### src/hdl/sorted_value_table_unit_assert.svh
// Assertion macros shared by the sorted value table RTL.
// Depends on nothing; included by files that carry concurrent assertions.
`ifndef SORTED_VALUE_TABLE_UNIT_ASSERT_SVH
`define SORTED_VALUE_TABLE_UNIT_ASSERT_SVH

// Same-cycle implication, disabled while reset is asserted.
`define SVT_ASSERT_NOW(label, clk, rstn, ante, cons) \
  label: assert property (@(posedge clk) disable iff (!(rstn)) (ante) |-> (cons)) \
    else $error("sorted value table check failed");

// Next-cycle implication, disabled while reset is asserted.
`define SVT_ASSERT_NEXT(label, clk, rstn, ante, cons) \
  label: assert property (@(posedge clk) disable iff (!(rstn)) (ante) |=> (cons)) \
    else $error("sorted value table check failed");

`endif

### src/hdl/svt_pkg.sv
// Package for the sorted value table: request and status codes, cell command.
// Used by svt_cell and sorted_value_table_unit; depends on nothing.
package svt_pkg;

  typedef enum logic [1:0] {
    MODE_INSERT = 2'd0,
    MODE_DELETE = 2'd1,
    MODE_CLEAR  = 2'd2,
    MODE_READ   = 2'd3
  } mode_e;

  typedef enum logic [1:0] {
    ST_OK        = 2'd0,
    ST_NOT_FOUND = 2'd1,
    ST_FULL      = 2'd2,
    ST_RANGE     = 2'd3
  } status_e;

  localparam int unsigned ValueW = 32;
  localparam int unsigned IndexW = 4;
  localparam int unsigned CountOutW = 5;

  // Command broadcast to every cell of the row.
  typedef struct packed {
    logic                     ins_en;
    logic                     del_en;
    logic signed [ValueW-1:0] value;
  } svt_cmd_t;

endpackage

### src/hdl/svt_cell.sv
// One cell of the sorted row: holds a single entry and shifts it to or from
// its neighbors on insert and delete. Depends on svt_pkg.
module svt_cell
  import svt_pkg::*;
(
  input  logic                     clk_i,
  input  svt_cmd_t                 cmd_i,
  input  logic                     occ_left_i,   // left neighbor holds an entry
  input  logic                     occ_self_i,   // this cell holds an entry
  input  logic                     occ_right_i,  // right neighbor holds an entry
  input  logic                     left_gt_i,    // left neighbor entry above value
  input  logic signed [ValueW-1:0] left_entry_i,
  input  logic signed [ValueW-1:0] right_entry_i,
  output logic                     gt_o,
  output logic                     hit_o,
  output logic signed [ValueW-1:0] entry_o
);

  logic signed [ValueW-1:0] entry_q;
  logic signed [ValueW-1:0] entry_d;
  logic                     gt;
  logic                     ge;

  assign gt = entry_q > cmd_i.value;
  assign ge = entry_q >= cmd_i.value;

  assign gt_o    = occ_self_i & gt;
  assign hit_o   = occ_self_i & (entry_q == cmd_i.value);
  assign entry_o = entry_q;

  always_comb begin
    entry_d = entry_q;
    priority if (cmd_i.ins_en) begin
      // shift right behind the insertion point, drop the value at it
      if (left_gt_i) begin
        entry_d = left_entry_i;
      end else if (occ_left_i && (gt || !occ_self_i)) begin
        entry_d = cmd_i.value;
      end
    end else if (cmd_i.del_en) begin
      // close the gap from the first equal entry onward
      if (occ_right_i && ge) begin
        entry_d = right_entry_i;
      end
    end else begin
      // hold the entry when the row is idle
      entry_d = entry_q;
    end
  end

  always_ff @(posedge clk_i) begin
    entry_q <= entry_d;
  end

endmodule

### src/hdl/sorted_value_table_unit.sv
// Sorted value table: the result is valid in the cycle after the input transaction.
// Throughput one request per cycle while results are taken; every request settles in a single pass
// through the row of compare-and-shift cells. A result waiting for m_axis_tready
// holds the input off; a result taken in the same cycle lets the next request in.
// Reset (rst_ni low, asynchronous) empties the table and drops any pending
// result; entry storage is not cleared, only entries below the count are read.
`include "sorted_value_table_unit_assert.svh"

module sorted_value_table_unit
  import svt_pkg::*;
#(
  parameter int unsigned CAPACITY = 16
) (
  input  logic        clk_i,
  input  logic        rst_ni,
  input  logic        s_axis_tvalid,
  output logic        s_axis_tready,
  input  logic [39:0] s_axis_tdata,   // [31:0] value, [35:32] index, rest zero
  input  logic [1:0]  s_axis_tuser,   // [1:0] mode
  output logic        m_axis_tvalid,
  input  logic        m_axis_tready,
  output logic [39:0] m_axis_tdata    // [1:0] status, [33:2] read_value,
                                      // [38:34] entry_count, rest zero
);

  localparam int unsigned CountW = $clog2(CAPACITY + 1);
  localparam int unsigned ReadN  = (CAPACITY < (1 << IndexW)) ? CAPACITY : (1 << IndexW);

  // Request fields.
  mode_e                    mode;
  logic signed [ValueW-1:0] req_value;
  logic [IndexW-1:0]        req_index;
  logic                     accept;

  assign mode      = mode_e'(s_axis_tuser);
  assign req_value = s_axis_tdata[ValueW-1:0];
  assign req_index = s_axis_tdata[ValueW+IndexW-1:ValueW];
  assign accept    = s_axis_tvalid & s_axis_tready;

  // Table occupancy.
  logic [CountW-1:0] count_q;
  logic [CountW-1:0] count_d;
  logic              full;
  logic              found;
  logic [CAPACITY-1:0] occ;
  logic [CAPACITY-1:0] gt_vec;
  logic [CAPACITY-1:0] hit_vec;
  logic signed [ValueW-1:0] entry_w [CAPACITY];

  assign full  = (count_q == CountW'(CAPACITY));
  assign found = |hit_vec;

  // Thermometer of occupied cells, one compare per cell.
  always_comb begin
    for (int i = 0; i < CAPACITY; i++) begin
      occ[i] = (CountW'(i) < count_q);
    end
  end

  // Broadcast command: hold the row unless the request changes it.
  svt_cmd_t cmd;
  always_comb begin
    cmd.value  = req_value;
    cmd.ins_en = accept && (mode == MODE_INSERT) && !full;
    cmd.del_en = accept && (mode == MODE_DELETE) && found;
  end

  // Row of cells, each talking only to its two neighbors.
  for (genvar g = 0; g < CAPACITY; g++) begin : g_cell
    logic                     occ_left;
    logic                     occ_right;
    logic                     left_gt;
    logic signed [ValueW-1:0] left_entry;
    logic signed [ValueW-1:0] right_entry;

    if (g == 0) begin : g_first
      assign occ_left   = 1'b1;
      assign left_gt    = 1'b0;
      assign left_entry = '0;
    end else begin : g_inner_l
      assign occ_left   = occ[g-1];
      assign left_gt    = gt_vec[g-1];
      assign left_entry = entry_w[g-1];
    end

    if (g == CAPACITY - 1) begin : g_last
      assign occ_right   = 1'b0;
      assign right_entry = '0;
    end else begin : g_inner_r
      assign occ_right   = occ[g+1];
      assign right_entry = entry_w[g+1];
    end

    svt_cell u_cell (
      .clk_i         (clk_i),
      .cmd_i         (cmd),
      .occ_left_i    (occ_left),
      .occ_self_i    (occ[g]),
      .occ_right_i   (occ_right),
      .left_gt_i     (left_gt),
      .left_entry_i  (left_entry),
      .right_entry_i (right_entry),
      .gt_o          (gt_vec[g]),
      .hit_o         (hit_vec[g]),
      .entry_o       (entry_w[g])
    );
  end

  // Read port over the positions the index field can reach.
  logic                     read_ok;
  logic signed [ValueW-1:0] read_entry;
  logic [CountW+IndexW-1:0] index_ext;
  logic [CountW+IndexW-1:0] count_ext;

  assign index_ext = {{CountW{1'b0}}, req_index};
  assign count_ext = {{IndexW{1'b0}}, count_q};
  assign read_ok   = index_ext < count_ext;

  always_comb begin
    read_entry = '0;
    for (int i = 0; i < ReadN; i++) begin
      if (req_index == IndexW'(i)) begin
        read_entry = entry_w[i];
      end
    end
  end

  // Next count and result of this request.
  status_e                  status;
  logic signed [ValueW-1:0] rd_value;

  always_comb begin
    count_d  = count_q;
    status   = ST_OK;
    rd_value = '0;
    unique case (mode)
      MODE_INSERT: begin
        if (full) begin
          status = ST_FULL;
        end else begin
          count_d = count_q + CountW'(1);
        end
      end
      MODE_DELETE: begin
        if (found) begin
          count_d = count_q - CountW'(1);
        end else begin
          status = ST_NOT_FOUND;
        end
      end
      MODE_CLEAR: begin
        count_d = '0;
      end
      MODE_READ: begin
        if (read_ok) begin
          rd_value = read_entry;
        end else begin
          status = ST_RANGE;
        end
      end
      default: begin
        status = ST_OK;
      end
    endcase
  end

  always_ff @(posedge clk_i or negedge rst_ni) begin
    if (!rst_ni) begin
      count_q <= '0;
    end else if (accept) begin
      count_q <= count_d;
    end
  end

  // Result register: accept a new request whenever the slot is empty or frees this cycle.
  logic                       out_valid_q;
  logic [39:0]                out_data_q;
  logic [39:0]                out_data_d;
  logic [CountW+CountOutW-1:0] count_out_ext;

  assign count_out_ext = {{CountOutW{1'b0}}, count_d};
  assign out_data_d    = {1'b0, count_out_ext[CountOutW-1:0], rd_value, status};
  assign s_axis_tready = !out_valid_q || m_axis_tready;

  always_ff @(posedge clk_i or negedge rst_ni) begin
    if (!rst_ni) begin
      out_valid_q <= 1'b0;
    end else if (s_axis_tready) begin
      out_valid_q <= s_axis_tvalid;
    end
  end

  always_ff @(posedge clk_i) begin
    if (accept) begin
      out_data_q <= out_data_d;
    end
  end

  assign m_axis_tvalid = out_valid_q;
  assign m_axis_tdata  = out_data_q;

  // Checks on the table's own bookkeeping.
  `SVT_ASSERT_NOW(a_count_bound, clk_i, rst_ni, 1'b1, count_q <= CountW'(CAPACITY))
  `SVT_ASSERT_NOW(a_sorted_head, clk_i, rst_ni, occ[1], entry_w[0] <= entry_w[1])
  `SVT_ASSERT_NEXT(a_clear_empties, clk_i, rst_ni,
    accept && (mode == MODE_CLEAR), count_q == '0)
  `SVT_ASSERT_NEXT(a_full_keeps_count, clk_i, rst_ni,
    accept && (mode == MODE_INSERT) && full, count_q == CountW'(CAPACITY))

endmodule

### config.mk
export PLATFORM = sky130hd
export DESIGN_NAME = sorted_value_table_unit
export DESIGN_NICKNAME = d
export VERILOG_FILES = /design/src/hdl/svt_pkg.sv /design/src/hdl/svt_cell.sv /design/src/hdl/sorted_value_table_unit.sv
export VERILOG_INCLUDE_DIRS = /design/src /design/src/hdl
export SDC_FILE = /design/constraint.sdc
export NUM_CORES = 2
export LEC_CHECK = 0
export BUFFER_PORTS_ARGS = -buffer_cell sky130_fd_sc_hd__buf_4
export CORE_AREA = 2 2 335 337
export CTS_CLUSTER_SIZE = 24
export DETAILED_ROUTE_END_ITERATION = 8
export DIE_AREA = 0 0 337 339
export PLACE_DENSITY = 0.55
export SYNTH_ARGS = -nofsm -noshare
export SYNTH_HDL_FRONTEND = slang
export SYNTH_SLANG_ARGS = --single-unit
### constraint.sdc
create_clock -name clk_i -period 7.4 [get_ports clk_i]
set_input_delay 0 -clock clk_i [delete_from_list [all_inputs] [get_ports clk_i]]
set_output_delay 0 -clock clk_i [all_outputs]
set_load 0.05 [all_outputs]
==> insert_results.sql <==
INSERT INTO impl_metrics (metric_group, metric, value, unit) VALUES
('outcome', 'outcome', 'finished clean', ''),
('critical_path', 'critPathCaptureType', 'flop', ''),
('sta', 'timing.final.crit_period', '5.882', 'ns'),
('logic_synthesis', 'syn_area', '43970', 'sq um'),
('min_path', 'hp-start', 's_axis_tdata[34]', ''),
('detailed_routing', 'detail_route.vias_per_cell', '6.551', ''),
('sta', 'layout_worst_path_cycle_share', '0.7949', ''),
('layout', 'nNetsFinal', '5144', ''),
('place', 'port_buffers', '82', ''),
('layout', 'commonest_non_fill_non_tap_cell_in_the_layout', 'edfxtp_1', ''),
('sta', 'final.setup_skew', '0.02219', 'ns'),
('die', 'floorplan.die.height', '339', 'um'),
('logic_synthesis', 'ys.flop_type', 'edfxtp_1', ''),
('clock_tree', 'post_cts.repair.setup_buffers', '0', ''),
('sta', 'totalNegativeSetupSlack', '0', 'ns'),
('critical_path', 'regToRegEndpoint', 'g_cell[7].u_cell.entry_o[8]$_DFFE_PP_', ''),
('critical_path', 'start_kind', 'input pin', ''),
('detailed_routing', 'postRouteAntennaNets', '0', ''),
('sta', 'worst_pin_slew', '1.351', 'ns'),
('place', 'post-dp-hpwl', '140.2', 'mm'),
('die', 'initial_core_util', '0.3985', ''),
('grt', 'track_usage', '0.3233', ''),
('detailed_routing', 'drt_iter0_markers', '5600', ''),
('logic_synthesis', 'postSynth.asyncResetShare', '0.01077', ''),
('clock_tree', 'ctsRootBufferMaster', 'clkbuf_16', ''),
('clock_tree', 'cts_resized', '0', ''),
('grt', 'grt_max_degree', '153', ''),
('sta', 'report.final.hold_viol_count', '0', ''),
('job', 'drv_cap', '0', ''),
('layout', 'num-fill-cells', '10630', ''),
('layout', 'finalCoreUtilization', '0.4453', ''),
('die', 'num_io_pins', '88', ''),
('clock_tree', 'cts-htree-levels', '3', ''),
('critical_path', 'timing.critical_path.required', '7.67', 'ns'),
('clock_tree', 'clock_latency_on_the_worst_skew_pair', '0.66', 'ns'),
('critical_path', 'worst-r2r-setup-slack', '1.93', 'ns'),
('clock_tree', 'clkSinkCount', '557', ''),
('logic_synthesis', 'synthCells', '4574', ''),
('die', 'fp.dieArea', '114200', 'sq um'),
('grt', 'first_pass_grt_wire_length', '268.8', 'mm'),
('layout', 'drive_gt1_frac', '0.08995', ''),
('power_and_ir_drop', 'power_leakage', '0.01905', 'uW'),
('clock_tree', 'clock_path_buffers', '3', ''),
('sta', 'worst_slack_setup_final', '1.518', 'ns'),
('power_and_ir_drop', 'pwr_density_cell', '207.3', 'nW/um^2'),
('logic_synthesis', 'number_of_synthesized_flops_with_an_enable_pin', '551', ''),
('sta', 'drv_slew', '0', ''),
('sta', 'max-slew-margin-rel', '0.09631', ''),
('critical_path', 'critical_path_arrival', '6.16', 'ns'),
('logic_synthesis', 'synth_seq_area_share', '0.3797', ''),
('detailed_routing', 'detail_route.wirelength', '189.4', 'mm'),
('die', 'die_width', '337', 'um'),
('place', 'place_worst_setup_slack', '1.741', 'ns'),
('layout', 'register_area', '16700', 'sq um'),
('layout', 'commonest_cells_after_routing_fill_and_taps_aside', '551 x edfxtp_1, 536 x nand2_1, 518 x ha_1', ''),
('die', 'floorplan_core_area', '110400', 'sq um'),
('grt', 'grt_pass1_vias', '37120', ''),
('critical_path', 'rr_startpoint', 'g_cell[14].u_cell.entry_o[27]$_DFFE_PP_', ''),
('clock_tree', 'tritoncts_clock_tree', 'done', ''),
('sta', 'grt_setup_unrepaired', 'no', ''),
('power_and_ir_drop', 'totalPowerFinal', '10190', 'uW'),
('sta', 'hold_slack', '0.1921', 'ns'),
('min_path', 'min-delay-path-class', 'in2reg', ''),
('power_and_ir_drop', 'vdd_drop_max', '0.0001686', 'V'),
('detailed_routing', 'post-route-drc-count', '0', ''),
('min_path', 'worstHoldEndpoint', 'm_axis_tdata[27]$_SDFFCE_PN0P_', ''),
('detailed_routing', 'drt_first_pass_iters', '8', ''),
('grt', 'grt.overflow.total', '0', ''),
('logic_synthesis', 'synth-seq-cells', '557', ''),
('critical_path', 'worst-path-max-fanout', '32', ''),
('clock_tree', 'cts-buffers-inserted', '71', '');
## per-layer routing
metal / global-route usage / wire length [um]
met5: 0 / 13
met4: 0.1498 / 9578
met3: 0.05068 / 18720
met2: 0.4723 / 79940
met1: 0.4656 / 81130
## critical path, delay by kind of cell
family                   cells  cell delay, ns
AO/OA/AOI/OAI                3            2.22
buffers and inverters        4            1.73
AND/OR/NAND/NOR              4            1.96
adder cells (fa/ha/maj)      1            0.17
## registers in the layout (all words and copies together), names as in the netlist
name and cells:
count_q 5, g_cell.u_cell.entry_o 512, m_axis_tdata 39, m_axis_tvalid 1
## through the flow
stage	cell area, sq um	cells
2_1_floorplan	43970	4574
3_3_place_gp	46460	5955
3_5_place_dp	46460	5955
4_1_cts	49140	6124
5_1_grt	49140	6125
6_report	49140	6126
## cell usage after synthesis (37+ instances only)
master,count,share of area
clkbuf_1,260,0.022
ha_1,518,0.15
nand2_1,538,0.046
a211oi_1,37,0.0063
a221o_1,215,0.049
nand4_1,129,0.018
o21ai_0,335,0.038
mux2i_1,277,0.063
a22oi_1,37,0.0063
nor2_1,438,0.037
inv_1,82,0.0070
a21oi_1,315,0.036
mux2_2,46,0.012
edfxtp_1,551,0.38
nor3_1,53,0.0060
nand3_1,119,0.014
a21o_1,67,0.011
## area by class of cell
class,instances,share of cell area
Antenna cell,2,0.0001018
Multi-Input combinational cell,3633,0.5304
Timing Repair Buffer,232,0.03908
Sequential cell,557,0.3397
Inverter,85,0.006492
Clock buffer,89,0.03926
Tap cell,1488,0.03788
Clock inverter,40,0.007027
## where the power goes
group / internal (uW) / switching, uW
sequential: 3670 / 200
combinational: 903 / 1850
clock: 2050 / 1510
## cell families (layout without fill, tap and decap cells)
kind of cell / Yosys count / after routing / synth area share
compound gates: 1335 / 1335 / 0.2085
xor+xnor: 5 / 5 / 0.0009960
fa+ha+maj: 518 / 518 / 0.1474
buf+inv: 384 / 446 / 0.03366
flops: 557 / 557 / 0.3797
mux: 343 / 343 / 0.08487
other cells: 1 / 3 / 0.00008528
simple gates: 1431 / 1431 / 0.1449
## how the worst max path moves through the flow
stage / endpoint / cells past startpoint / start / slack [ns]
after floorplan: g_cell[6].u_cell.entry_o[0]$_DFFE_PP_ / 12 / count_q[1]$_DFFE_PN0P_ / 1.91
after detailed placement: g_cell[7].u_cell.entry_o[8]$_DFFE_PP_ / 11 / s_axis_tdata[17] / 1.74
final: g_cell[7].u_cell.entry_o[8]$_DFFE_PP_ / 12 / s_axis_tdata[17] / 1.52
after CTS: g_cell[7].u_cell.entry_o[28]$_DFFE_PP_ / 12 / s_axis_tdata[17] / 1.85
after global placement: g_cell[7].u_cell.entry_o[8]$_DFFE_PP_ / 11 / s_axis_tdata[17] / 1.70
after global routing: g_cell[7].u_cell.entry_o[8]$_DFFE_PP_ / 12 / s_axis_tdata[25] / 1.66
Power figures use the tool's default switching activity.
